## src/rtl/core/bmpw_pkg.sv

```systemverilog
// Package for the BMP pixel stream writer: payload types, configuration indexes,
// header constants and the command and status structs shared by the controller and datapath.
// Depends on nothing.
`timescale 1ns / 1ps
`default_nettype none

package bmpw_pkg;

  localparam int unsigned DATA_W         = 16;
  localparam int unsigned BYTE_W         = 8;
  localparam int unsigned CFG_W          = 13;
  localparam int unsigned CFG_IDX_W      = 1;
  localparam int unsigned MAX_SIDE_DEF   = 4096;
  localparam int unsigned FRAC_BITS_DEF  = 12;

  localparam logic [CFG_W-1:0] SIDE_RESET = 13'd64;

  localparam logic [CFG_IDX_W-1:0] CFG_IMAGE_WIDTH  = 1'b0;
  localparam logic [CFG_IDX_W-1:0] CFG_IMAGE_HEIGHT = 1'b1;

  localparam int unsigned HDR_BYTES      = 54;
  localparam int unsigned INFO_BYTES     = 40;
  localparam int unsigned BITS_PER_PIXEL = 24;
  localparam int unsigned PLANES         = 1;
  localparam int unsigned PIXEL_BYTES    = 3;
  localparam int unsigned BYTE_CNT_W     = 6;

  localparam logic [BYTE_W-1:0] MAGIC_B = 8'h42;
  localparam logic [BYTE_W-1:0] MAGIC_M = 8'h4D;

  localparam logic [1:0] SEL_HDR = 2'd0;
  localparam logic [1:0] SEL_PIX = 2'd1;
  localparam logic [1:0] SEL_PAD = 2'd2;

  typedef struct packed {
    logic signed [DATA_W-1:0] red_linear;
    logic signed [DATA_W-1:0] green_linear;
    logic signed [DATA_W-1:0] blue_linear;
  } pixel_t;

  typedef struct packed {
    logic [BYTE_W-1:0] out_byte;
    logic              run_last;
    logic              file_last;
  } bmp_word_t;

  typedef struct packed {
    logic       load;
    logic       root_step;
    logic       emit;
    logic [1:0] sel;
  } dp_cmd_t;

  typedef struct packed {
    logic root_done;
    logic need_hdr;
    logic need_pad;
    logic out_free;
    logic phase_last;
  } dp_sts_t;

  function automatic logic [BYTE_W-1:0] hdr_byte(input logic [BYTE_CNT_W-1:0] idx,
                                                 input logic [31:0] fsize,
                                                 input logic [31:0] w,
                                                 input logic [31:0] h);
    logic [BYTE_W-1:0] b;
    b = '0;
    case (idx)
      6'd0:    b = MAGIC_B;
      6'd1:    b = MAGIC_M;
      6'd2:    b = fsize[7:0];
      6'd3:    b = fsize[15:8];
      6'd4:    b = fsize[23:16];
      6'd5:    b = fsize[31:24];
      6'd10:   b = BYTE_W'(HDR_BYTES);
      6'd14:   b = BYTE_W'(INFO_BYTES);
      6'd18:   b = w[7:0];
      6'd19:   b = w[15:8];
      6'd20:   b = w[23:16];
      6'd21:   b = w[31:24];
      6'd22:   b = h[7:0];
      6'd23:   b = h[15:8];
      6'd24:   b = h[23:16];
      6'd25:   b = h[31:24];
      6'd26:   b = BYTE_W'(PLANES);
      6'd28:   b = BYTE_W'(BITS_PER_PIXEL);
      default: b = '0;
    endcase
    return b;
  endfunction

endpackage

`default_nettype wire

```

## src/rtl/core/bmpw_ctrl.sv

```systemverilog
// Controller state machine of the BMP pixel stream writer.
// Sequences pixel intake, square root, header, pixel and padding bytes; uses bmpw_pkg.
`timescale 1ns / 1ps
`default_nettype none

module bmpw_ctrl (
  input  wire logic              clk_i,
  input  wire logic              rst_ni,
  input  wire logic              in_valid_i,
  output logic                   in_stall_o,
  output bmpw_pkg::dp_cmd_t      cmd_o,
  input  wire bmpw_pkg::dp_sts_t sts_i
);
  import bmpw_pkg::*;

  localparam logic [2:0] ST_IDLE = 3'd0;
  localparam logic [2:0] ST_ROOT = 3'd1;
  localparam logic [2:0] ST_HDR  = 3'd2;
  localparam logic [2:0] ST_PIX  = 3'd3;
  localparam logic [2:0] ST_PAD  = 3'd4;

  logic [2:0] state_q, state_d;

  always_ff @(posedge clk_i or negedge rst_ni) begin
    if (!rst_ni) begin
      state_q <= ST_IDLE;
    end else begin
      state_q <= state_d;
    end
  end

  always_comb begin
    state_d = state_q;
    cmd_o   = '0;
    cmd_o.sel = SEL_HDR;
    unique case (state_q)
      ST_IDLE: begin
        if (in_valid_i) begin
          cmd_o.load = 1'b1;
          state_d    = ST_ROOT;
        end
      end
      ST_ROOT: begin
        cmd_o.root_step = 1'b1;
        if (sts_i.root_done) begin
          state_d = sts_i.need_hdr ? ST_HDR : ST_PIX;
        end
      end
      ST_HDR: begin
        cmd_o.sel = SEL_HDR;
        if (sts_i.out_free) begin
          cmd_o.emit = 1'b1;
          if (sts_i.phase_last) begin
            state_d = ST_PIX;
          end
        end
      end
      ST_PIX: begin
        cmd_o.sel = SEL_PIX;
        if (sts_i.out_free) begin
          cmd_o.emit = 1'b1;
          if (sts_i.phase_last) begin
            state_d = sts_i.need_pad ? ST_PAD : ST_IDLE;
          end
        end
      end
      ST_PAD: begin
        cmd_o.sel = SEL_PAD;
        if (sts_i.out_free) begin
          cmd_o.emit = 1'b1;
          if (sts_i.phase_last) begin
            state_d = ST_IDLE;
          end
        end
      end
      default: begin
        state_d = ST_IDLE;
      end
    endcase
  end

  assign in_stall_o = (state_q != ST_IDLE);

endmodule

`default_nettype wire

```

## src/rtl/core/bmpw_dp.sv

```systemverilog
// Datapath of the BMP pixel stream writer: configuration registers, frame counters,
// three-lane square root, header byte generation and the output register; uses bmpw_pkg.
`timescale 1ns / 1ps
`default_nettype none

module bmpw_dp #(
  parameter int unsigned MAX_SIDE  = bmpw_pkg::MAX_SIDE_DEF,
  parameter int unsigned FRAC_BITS = bmpw_pkg::FRAC_BITS_DEF
) (
  input  wire logic                           clk_i,
  input  wire logic                           rst_ni,
  input  wire bmpw_pkg::pixel_t               in_word_i,
  input  wire logic                           cfg_we_i,
  input  wire logic [bmpw_pkg::CFG_IDX_W-1:0] cfg_index_i,
  input  wire logic [bmpw_pkg::CFG_W-1:0]     cfg_data_i,
  output logic                                out_valid_o,
  input  wire logic                           out_stall_i,
  output bmpw_pkg::bmp_word_t                 out_word_o,
  input  wire bmpw_pkg::dp_cmd_t              cmd_i,
  output bmpw_pkg::dp_sts_t                   sts_o
);
  import bmpw_pkg::*;

  localparam int unsigned SIDE_W  = $clog2(MAX_SIDE + 1);
  localparam int unsigned CNT_W   = $clog2(MAX_SIDE);
  localparam int unsigned RB_W    = SIDE_W + 2;
  localparam int unsigned PROD_W  = RB_W + SIDE_W;
  localparam int unsigned SHIFT   = DATA_W - FRAC_BITS;
  localparam int unsigned LANES   = 3;
  localparam logic [1:0]  ROOT_LAST = 2'd3;

  typedef struct packed {
    logic [DATA_W-1:0] x;
    logic [10:0]       rem;
    logic [7:0]        root;
  } root_lane_t;

  // Two result bits of the restoring square root per call.
  function automatic root_lane_t root_step2(input root_lane_t s);
    root_lane_t r;
    logic [9:0] trial;
    r = s;
    for (int j = 0; j < 2; j++) begin
      r.rem = {r.rem[8:0], r.x[DATA_W-1:DATA_W-2]};
      r.x   = {r.x[DATA_W-3:0], 2'b00};
      trial = {r.root, 2'b01};
      if (r.rem >= {1'b0, trial}) begin
        r.rem  = r.rem - {1'b0, trial};
        r.root = {r.root[6:0], 1'b1};
      end else begin
        r.root = {r.root[6:0], 1'b0};
      end
    end
    return r;
  endfunction

  logic [CFG_W-1:0]      width_q, height_q;
  logic [SIDE_W-1:0]     w_used, h_used;
  logic [RB_W-1:0]       rb, rb_q;
  logic [PROD_W-1:0]     prod;
  logic [31:0]           fsize_q;
  logic [1:0]            pad;

  logic [CNT_W-1:0]      col_q, col_d, row_q, row_d;
  logic                  row_end, frame_end;
  logic                  need_hdr_q, row_end_q, frame_end_q;

  logic [DATA_W-1:0]     chan_bits [LANES];
  root_lane_t            lane_q [LANES];
  root_lane_t            lane_d [LANES];
  logic                  sat_q [LANES];
  logic                  sat_d [LANES];
  logic [BYTE_W-1:0]     lane_byte [LANES];
  logic [1:0]            step_q;

  logic [BYTE_CNT_W-1:0] cnt_q, cnt_d;
  logic                  phase_last;
  logic                  run_last;
  logic [BYTE_W-1:0]     next_byte;
  logic                  out_valid_q;
  bmp_word_t             out_q;

  always_ff @(posedge clk_i or negedge rst_ni) begin
    if (!rst_ni) begin
      width_q  <= SIDE_RESET;
      height_q <= SIDE_RESET;
    end else if (cfg_we_i) begin
      unique case (cfg_index_i)
        CFG_IMAGE_WIDTH:  width_q  <= cfg_data_i;
        CFG_IMAGE_HEIGHT: height_q <= cfg_data_i;
        default: begin
        end
      endcase
    end
  end

  always_comb begin
    if (width_q == '0) begin
      w_used = SIDE_W'(1);
    end else if (32'(width_q) > 32'(MAX_SIDE)) begin
      w_used = SIDE_W'(MAX_SIDE);
    end else begin
      w_used = SIDE_W'(width_q);
    end
    if (height_q == '0) begin
      h_used = SIDE_W'(1);
    end else if (32'(height_q) > 32'(MAX_SIDE)) begin
      h_used = SIDE_W'(MAX_SIDE);
    end else begin
      h_used = SIDE_W'(height_q);
    end
  end

  // Padding to a multiple of four is the side modulo four, since 3w + w is 4w.
  assign pad  = w_used[1:0];
  assign rb   = RB_W'(w_used) * RB_W'(3) + RB_W'(pad);
  assign prod = rb_q * PROD_W'(h_used);

  always_ff @(posedge clk_i) begin
    rb_q    <= rb;
    fsize_q <= 32'(HDR_BYTES) + 32'(prod);
  end

  assign row_end   = (SIDE_W'(col_q) + SIDE_W'(1)) >= w_used;
  assign frame_end = row_end && ((SIDE_W'(row_q) + SIDE_W'(1)) >= h_used);

  always_comb begin
    col_d = col_q;
    row_d = row_q;
    if (cmd_i.load) begin
      if (row_end) begin
        col_d = '0;
        row_d = frame_end ? '0 : row_q + CNT_W'(1);
      end else begin
        col_d = col_q + CNT_W'(1);
      end
    end
  end

  always_ff @(posedge clk_i or negedge rst_ni) begin
    if (!rst_ni) begin
      col_q       <= '0;
      row_q       <= '0;
      need_hdr_q  <= 1'b0;
      row_end_q   <= 1'b0;
      frame_end_q <= 1'b0;
    end else begin
      col_q <= col_d;
      row_q <= row_d;
      if (cmd_i.load) begin
        need_hdr_q  <= (col_q == '0) && (row_q == '0);
        row_end_q   <= row_end;
        frame_end_q <= frame_end;
      end
    end
  end

  assign chan_bits[0] = in_word_i.blue_linear;
  assign chan_bits[1] = in_word_i.green_linear;
  assign chan_bits[2] = in_word_i.red_linear;

  always_comb begin
    logic [DATA_W+7:0] xw;
    for (int i = 0; i < LANES; i++) begin
      lane_d[i] = lane_q[i];
      sat_d[i]  = sat_q[i];
      xw = {8'b0, chan_bits[i]} << SHIFT;
      if (cmd_i.load) begin
        lane_d[i].x    = chan_bits[i][DATA_W-1] ? '0 : xw[DATA_W-1:0];
        lane_d[i].rem  = '0;
        lane_d[i].root = '0;
        sat_d[i]       = !chan_bits[i][DATA_W-1] && (|xw[DATA_W+7:DATA_W]);
      end else if (cmd_i.root_step) begin
        lane_d[i] = root_step2(lane_q[i]);
      end
      lane_byte[i] = sat_q[i] ? 8'hFF : lane_q[i].root;
    end
  end

  always_ff @(posedge clk_i) begin
    for (int i = 0; i < LANES; i++) begin
      lane_q[i] <= lane_d[i];
      sat_q[i]  <= sat_d[i];
    end
  end

  always_ff @(posedge clk_i or negedge rst_ni) begin
    if (!rst_ni) begin
      step_q <= '0;
    end else if (cmd_i.load) begin
      step_q <= '0;
    end else if (cmd_i.root_step) begin
      step_q <= step_q + 2'd1;
    end
  end

  always_comb begin
    case (cmd_i.sel)
      SEL_HDR: phase_last = (cnt_q == BYTE_CNT_W'(HDR_BYTES - 1));
      SEL_PIX: phase_last = (cnt_q == BYTE_CNT_W'(PIXEL_BYTES - 1));
      SEL_PAD: phase_last = (cnt_q == BYTE_CNT_W'(pad) - BYTE_CNT_W'(1));
      default: phase_last = 1'b0;
    endcase
  end

  always_comb begin
    case (cmd_i.sel)
      SEL_HDR: next_byte = hdr_byte(cnt_q, fsize_q, 32'(w_used), 32'(h_used));
      SEL_PIX: begin
        case (cnt_q[1:0])
          2'd0:    next_byte = lane_byte[0];
          2'd1:    next_byte = lane_byte[1];
          default: next_byte = lane_byte[2];
        endcase
      end
      default: next_byte = '0;
    endcase
  end

  assign run_last = phase_last &&
                    (((cmd_i.sel == SEL_PIX) && !(row_end_q && (pad != 2'd0))) ||
                     (cmd_i.sel == SEL_PAD));

  always_comb begin
    cnt_d = cnt_q;
    if (cmd_i.load) begin
      cnt_d = '0;
    end else if (cmd_i.emit) begin
      cnt_d = phase_last ? '0 : cnt_q + BYTE_CNT_W'(1);
    end
  end

  always_ff @(posedge clk_i or negedge rst_ni) begin
    if (!rst_ni) begin
      cnt_q       <= '0;
      out_valid_q <= 1'b0;
    end else begin
      cnt_q <= cnt_d;
      if (cmd_i.emit) begin
        out_valid_q <= 1'b1;
      end else if (!out_stall_i) begin
        out_valid_q <= 1'b0;
      end
    end
  end

  always_ff @(posedge clk_i) begin
    if (cmd_i.emit) begin
      out_q.out_byte  <= next_byte;
      out_q.run_last  <= run_last;
      out_q.file_last <= run_last && frame_end_q;
    end
  end

  assign out_valid_o = out_valid_q;
  assign out_word_o  = out_q;

  assign sts_o.root_done  = (step_q == ROOT_LAST);
  assign sts_o.need_hdr   = need_hdr_q;
  assign sts_o.need_pad   = row_end_q && (pad != 2'd0);
  assign sts_o.out_free   = !out_valid_q || !out_stall_i;
  assign sts_o.phase_last = phase_last;

endmodule

`default_nettype wire

```

## src/rtl/core/bmp_pixel_stream_writer.sv

```systemverilog
// Top level of the BMP pixel stream writer: joins the controller and the datapath.
// Depends on bmpw_pkg, bmpw_ctrl and bmpw_dp.
`timescale 1ns / 1ps
`default_nettype none

// Takes one linear RGB pixel at a time in scan order and sends the bytes of a
// 24-bit BMP file, one byte per word, in the order blue, green, red, with the
// 54-byte header ahead of the first pixel of each frame and zero padding after
// the last pixel of each row. Each pixel is taken, then its square root is
// computed, which resolves two result bits of all three channels per cycle,
// and then its bytes are sent through the single output register. The first
// pixel of a frame also sends the header, and the last pixel of a row sends
// its padding bytes, zero to three. The user must write width and height
// through the configuration port only while no pixel is in flight; the block
// itself does not enforce this.
module bmp_pixel_stream_writer #(
  parameter int unsigned MAX_SIDE  = bmpw_pkg::MAX_SIDE_DEF,
  parameter int unsigned FRAC_BITS = bmpw_pkg::FRAC_BITS_DEF
) (
  input  wire logic                           clk_i,
  input  wire logic                           rst_ni,
  input  wire logic                           in_valid_i,
  output logic                                in_stall_o,
  input  wire bmpw_pkg::pixel_t               in_word_i,
  output logic                                out_valid_o,
  input  wire logic                           out_stall_i,
  output bmpw_pkg::bmp_word_t                 out_word_o,
  input  wire logic                           cfg_we_i,
  input  wire logic [bmpw_pkg::CFG_IDX_W-1:0] cfg_index_i,
  input  wire logic [bmpw_pkg::CFG_W-1:0]     cfg_data_i
);
  import bmpw_pkg::*;

  dp_cmd_t cmd;
  dp_sts_t sts;

  bmpw_ctrl u_ctrl (
    .clk_i      (clk_i),
    .rst_ni     (rst_ni),
    .in_valid_i (in_valid_i),
    .in_stall_o (in_stall_o),
    .cmd_o      (cmd),
    .sts_i      (sts)
  );

  bmpw_dp #(
    .MAX_SIDE  (MAX_SIDE),
    .FRAC_BITS (FRAC_BITS)
  ) u_dp (
    .clk_i       (clk_i),
    .rst_ni      (rst_ni),
    .in_word_i   (in_word_i),
    .cfg_we_i    (cfg_we_i),
    .cfg_index_i (cfg_index_i),
    .cfg_data_i  (cfg_data_i),
    .out_valid_o (out_valid_o),
    .out_stall_i (out_stall_i),
    .out_word_o  (out_word_o),
    .cmd_i       (cmd),
    .sts_o       (sts)
  );

endmodule

`default_nettype wire

```

## config.mk

```make
export PLATFORM = sky130hd
export DESIGN_NAME = bmp_pixel_stream_writer
export DESIGN_NICKNAME = d
export VERILOG_FILES = /design/src/rtl/core/bmpw_pkg.sv /design/src/rtl/core/bmpw_ctrl.sv /design/src/rtl/core/bmpw_dp.sv /design/src/rtl/core/bmp_pixel_stream_writer.sv
export SDC_FILE = /design/constraint.sdc
export NUM_CORES = 1
export LEC_CHECK = 0
export BUFFER_PORTS_ARGS = -buffer_cell sky130_fd_sc_hd__buf_2
export CORE_UTILIZATION = 64
export DETAILED_ROUTE_END_ITERATION = 8
export PLACE_DENSITY = 0.82
export SKIP_CTS_REPAIR_TIMING = 1
export SLEW_MARGIN = 30
export SYNTH_ARGS = -nofsm -noshare
export SYNTH_HDL_FRONTEND = slang
export SYNTH_HIERARCHICAL = 1
export SYNTH_SLANG_ARGS = --single-unit
```

## constraint.sdc

```tcl
create_clock -name clk_i -period 6.95 [get_ports clk_i]
set_input_delay 1.39 -clock clk_i [delete_from_list [all_inputs] [get_ports clk_i]]
set_output_delay 1.39 -clock clk_i [all_outputs]
set_load 0.05 [all_outputs]
```

# Yosys cells after proc, flatten, opt, wreduce, memory -nomap -nowiden
# Memories as Yosys holds them, arrays and structs flattened.
# Cells that the tools add are included.
totals:
  regBits: 122
  ram_bits: 108
  in_bits: 67
  output_inout_bits: 12
  word_cells: 186
  mem_count: 2
op_classes:
  n_addsub: 15
  n_mul: 2
  magnitude_cmp: 10
  eq_ne: 32
  muxes: 72
  n_bitwise: 1
  n_reduce_logical: 36
memory_table:
  columns: ["name", "words", "word_bits", "rd", "rd_clocked_by_memory_dff", "write_ports", "line_no", "source"]
  rows:
  - ["u_dp.lane_q", 3, 35, 3, 0, 3, "bmpw_dp.sv:69", "root_lane_t lane_q [LANES];"]
  - ["u_dp.sat_q", 3, 1, 3, 0, 3, "bmpw_dp.sv:71", "logic sat_q [LANES];"]
ops:
  columns: ["operator", "n"]
  rows:
  - ["35-bit two-way mux", 6]
  - ["8-bit case mux with 14 select lines", 1]
  - ["9-bit two-way mux", 9]
  - ["8-bit two-way mux", 9]
  - ["11-bit by 10-bit greater-or-equal comparator with 1-bit output", 6]
  - ["13-bit two-way mux", 4]
  - ["16-bit two-way mux", 3]
  - ["6-bit by 5-bit == test with 1-bit output (second input constant)", 6]
  - ["11-bit two-way mux", 3]
  - ["11-bit by 10-bit subtractor with 11-bit output", 3]
  - ["8-bit case mux with 2 select lines", 2]
  - ["6-bit by 28-bit adder with 29-bit output (first input constant)", 1]
  - ["15-bit by 13-bit multiplier with 28-bit output", 1]
  - ["3-bit two-way mux", 9]
  - ["9-bit subtractor", 3]
  - ["12-bit by 1-bit adder with 13-bit output (second input constant)", 2]
  - ["13-bit greater-or-equal comparator", 2]
  - ["13-bit greater-than comparator (second input constant)", 2]
  - ["13-bit zero test", 2]
  - ["12-bit by 1-bit adder with 12-bit output (second input constant)", 2]
  - ["12-bit zero test", 2]
  - ["12-bit two-way mux", 2]
  - ["6-bit two-way mux", 3]
  - ["1-bit two-way mux", 16]
  - ["34 further kinds", 69]

# Logic depth before layout (Yosys ltp)
logic_depth:
  word_depth: 10
  mapped_depth: 24

# Cells and area by module
# Netlist, hierarchy kept.
by_module_without_submodules:
  columns: ["mod", "n_inst", "cells_per_inst", "area_each_um2"]
  rows:
  - ["bmpw_dp", 1, 2156, 19247.2]
  - ["bmpw_ctrl", 1, 25, 230.2]

# Worst setup path before layout
# Ideal clock, no wire load.
synth_timing:
  path_kind: "register -> register"
  start: "reg u_dp.height_q[12]"
  end: "reg u_dp.fsize_q[28]"
  setup_ns: 0.072
  t_arrival_ns: 6.036
  required_time_ns: 6.878
  slack_ns: 0.842
  stages_incl_launch_ff: 22
  n_path_buf: 3
  period_less_slack_ns: 6.108
  path_cell_list: "dfrtp_1 > clkbuf_1 > clkbuf_1 > nor2b_1 > clkbuf_1 > nand2_1 > fa_1 > inv_1 > fa_1 > fa_1 > fa_1 > fa_1 > ha_1 > ha_1 > and3_1 > a221oi_1 > o21ai_1 > a221oi_1 > o21ai_0 > a31o_2 > a21oi_1 > xnor2_1"
synth_between:
  elab_chain_len: 5
  word_cells_on_any_way: 6
  cone_classes: "add/sub: 1; mul: 1; order compare: 1; mux: 2; reduce/logical: 1"
synth_rtl:
  columns: ["item", "line_no", "source"]
  rows:
  - ["from (decl)", "bmpw_dp.sv:57", "logic [CFG_W-1:0] width_q, height_q;"]
  - ["from (signal assigned)", "bmpw_dp.sv:90", "CFG_IMAGE_HEIGHT: height_q <= cfg_data_i;"]
  - ["13-bit greater-than comparator", "bmpw_dp.sv:107", "end else if (32'(height_q) > 32'(MAX_SIDE)) begin"]
  - ["13-bit two-way mux", "bmpw_dp.sv:107", null]
  - ["13-bit two-way mux *", "bmpw_dp.sv:105", "if (height_q == '0) begin"]
  - ["15-bit by 13-bit multiplier with 28-bit output *", "bmpw_dp.sv:117", "assign prod = rb_q * PROD_W'(h_used);"]
  - ["6-bit by 28-bit adder with 29-bit output *", "bmpw_dp.sv:121", "fsize_q <= 32'(HDR_BYTES) + 32'(prod);"]
  - ["to (signal assigned)", "bmpw_dp.sv:121", null]
  - ["to (decl)", "bmpw_dp.sv:61", "logic [31:0] fsize_q;"]
# Every way passes the cells marked *; elsewhere a longest branch is shown, timed or not.
# A chain may end at the register's enable or synchronous reset.

# Final worst setup path
layout_timing:
  start: "reg u_dp.height_q[12]"
  end: "reg u_dp.fsize_q[27]"
# Same word-level chain as after synthesis.

==> qor.yml <==
routing:
  drc: 0
  drt-total-wl_mm: 49.8
  num_vias: 16274
  first_iter_violations: 1577
  ant_nets: 0
  wl_per_cell_um: 19.0
  drt_first_pass_iters: 6
  via_per_inst: 6.22
placed_design:
  placed_cells: 2575
  dp_hpwl_mm: 38.2
  port_buffers: 78
  gp_congestion: 0.927
synth:
  synth-edff-count: 49
  yosys_warnings: 6
  synthCells: 2181
  syn-mean-instance-area_um2: 8.93
  ys_seq_elements: 207
  synth.cell_area_um2: 19500
  yosysSeqAreaShare_pct: 25.5
  async_flop_share_pct: 31.4
  synth_nets: 2597
  synth.distinct_cells: 92
  synthFlopType: "dfxtp_1"
sta:
  fmax_mhz: 148
  slew_violations: 0
  fin_tns_setup_ns: 0
  worst_slew_pin_slew_ns: 0.900
  final_min_period_over_clock_period_pct: 96.9
  slew_headroom_pct: 40.0
  final-hold-violation-count: 0
  finClkSkew_ns: 0.0265
  finalSetupViolCount: 0
  period_needed_ns: 6.74
power_and_ir_drop:
  irDropWorstVdd_mv: 0.467
  total_power_w: 0.00965
  p_leak_nw: 9.84
  power_density_nw_per_um2: 460
worst_hold_path:
  hp-start: "u_dp/lane_q[0][85]"
  hold_path_class: "reg -> reg"
  hold_path_end: "u_dp/lane_q[0][85]"
  whs_path_depth: 2
die:
  die-area_um2: 31100
  start_util_pct: 65.4
  ios: 79
  core_um2: 29800
  die_y_um: 176
  die_w_um: 176
  fp-row-count: 63
critical_path:
  reg2regPathDepth: 19
  worstPathRequired_ns: 7.37
  start_kind: "register"
  crit_path_end_kind: "register"
  worstSetupPathType: "reg -> reg"
  reg2reg_setup_slack_ns: 0.21
  crit_fanout: 11
  timing.rr.end: "u_dp/fsize_q[27]"
  r2r_start: "u_dp/height_q[12]"
  cp.arrival_ns: 7.15
clocking:
  cts_max_level: 1
  ctsRootBufferMaster: "clkbuf_16"
  cts_buffers: 23
  cts_tree: "done"
  clockBufferDepth: 3
  insertion_delay_ns: 0.54
  cts.sinks: 207
  clk_pin_slew_ns: 0.06
layout:
  stdcell_count: 2618
  fin_util_pct: 70.4
  drive_above_1_share_pct: 9.38
  syn_to_final_growth_pct: 7.75
  nets: 2627
  antenna_cells: 0
global_route:
  grtUsageTotal_pct: 32.6
  grt_pass1_vias: 16130
  grt_pass1_wl_mm: 81.3
  grt_overflow: 0
  grt_max_degree: 66
  antenna_found_initial: 2
status:
  status: "finished clean"
flow_run:
  max_cap_viol_count: 0
[flip-flops by register name (all words and copies together) (netlist names), 2 cells and up]
name / cells
u_dp/col_q: 12
u_dp/fsize_q: 28
u_ctrl/state_q: 3
u_dp/width_q: 13
u_dp/sat_q: 3
u_dp/rb_q: 14
u_dp/cnt_q: 6
u_dp/row_q: 12
u_dp/lane_q: 87
u_dp/height_q: 13
u_dp/out_word_o: 10
u_dp/step_q: 2
[per-layer routing]
layer	GRT usage (%)	share of wire (%)
met5	0	0.058
met4	9.70	2.7
met3	5.10	8.3
met2	51.6	46
met1	46.1	43
[how the worst max path moves through the flow]
stage	startpoint	endpoint	slack, ns
3_3_place_gp	u_dp/height_q[12]	u_dp/fsize_q[28]	0.49
3_5_place_dp	u_dp/height_q[12]	u_dp/fsize_q[28]	0.27
4_1_cts	u_dp/height_q[12]	u_dp/fsize_q[28]	0.27
5_1_grt	u_dp/height_q[12]	u_dp/fsize_q[27]	-0.003
2_1_floorplan	u_dp/height_q[12]	u_dp/fsize_q[28]	0.84
6_report	u_dp/height_q[12]	u_dp/fsize_q[27]	0.21
[critical path: stages, from the launching register on]
cell and delay (ns):
dfrtp_1 0.54, buf_4 0.25, nor2b_1 0.50, buf_4 0.31
and2_1 0.17, fa_1 0.43, fa_1 0.47, fa_1 0.53
fa_1 0.52, fa_1 0.50, ha_1 0.31, ha_1 0.37
nand3_1 0.12, nor2_1 0.30, nand2_1 0.09, o221ai_1 0.36
o21bai_1 0.14, a21oi_1 0.27, nor4_1 0.09, a311o_1 0.34
[report_power, final]
part / switching, W / total [W] / internal [W]
registers: 0.000355 / 0.00187 / 0.00152
logic: 0.00380 / 0.00652 / 0.00272
clock network: 0.000512 / 0.00126 / 0.000749
[cell usage in the layout, fill, tap and decap left out, types with 23 or more instances in the layout]
| cell type | n |
|---|---|
| a21o_1 | 34 |
| a21oi_1 | 94 |
| a22o_1 | 31 |
| and2_1 | 101 |
| buf_2 | 78 |
| buf_4 | 27 |
| clkbuf_16 | 23 |
| dfrtp_1 | 63 |
| dfxtp_1 | 93 |
| edfxtp_1 | 49 |
| fa_1 | 134 |
| ha_1 | 215 |
| inv_1 | 245 |
| mux2_2 | 27 |
| mux2i_1 | 33 |
| nand2_1 | 220 |
| nand3_1 | 58 |
| nor2_1 | 117 |
| nor3_1 | 26 |
| o21ai_0 | 114 |
| xnor2_1 | 64 |
| xor2_1 | 31 |
[kinds of logic (layout without fill, tap and decap cells)]
kind of cell / Yosys count / count (layout) / share of synthesized area, %
XOR/XNOR: 95 / 95 / 4.27
flip-flops: 207 / 207 / 25.5
adder cells (fa/ha/maj): 349 / 349 / 27.6
AO/OA/AOI/OAI: 455 / 455 / 15.6
buffers and inverters: 351 / 398 / 6.98
multiplexers: 60 / 60 / 3.26
AND/OR/NAND/NOR: 664 / 664 / 16.8
[area by class of cell]
class                           instances  area, µm²
Clock buffer                           31        626
Clock inverter                         11        149
Fill cell                            2287       8810
Inverter                              249        937
Multi-Input combinational cell       1623      13200
Sequential cell                       207       4960
Tap cell                              390        488
Timing Repair Buffer                  107        633
[through the flow]
stage / instance area [µm²] / setup slack, ns / hold slack, ns
after CTS: 20900 / 0.267 / 0.467
final: 21000 / 0.213 / 0.465
after detailed placement: 20200 / 0.270 / 0.459
after global placement: 20200 / 0.488 / 0.445
after floorplan: 19500 / 0.842 / 0.429
after global routing: 21000 / -0.00319 / 0.500
[synthesized netlist by cell type (all sizes together) (17+ instances only)]
library cell	number	area share, %
nand4	22	0.71
a21o	34	1.3
edfxtp	49	7.6
nand2b	19	0.61
dfxtp	93	9.6
dfrtp	63	8.1
nand3	59	1.5
xnor2	64	2.9
a22o	31	1.4
clkbuf	81	1.6
nor2	120	2.3
and2	102	3.3
mux2i	33	1.7
o22ai	17	0.55
xor2	31	1.4
a211oi	17	0.71
o21ai	124	3.2
fa	134	14
ha	215	14
inv	248	4.8
nor2b	24	0.77
a21oi	94	2.4
and3	20	0.64
buf	21	0.61
nand2	221	4.3
mux2	27	1.6
nor3	26	0.67
No activity file was read; power rests on OpenSTA's default activity.
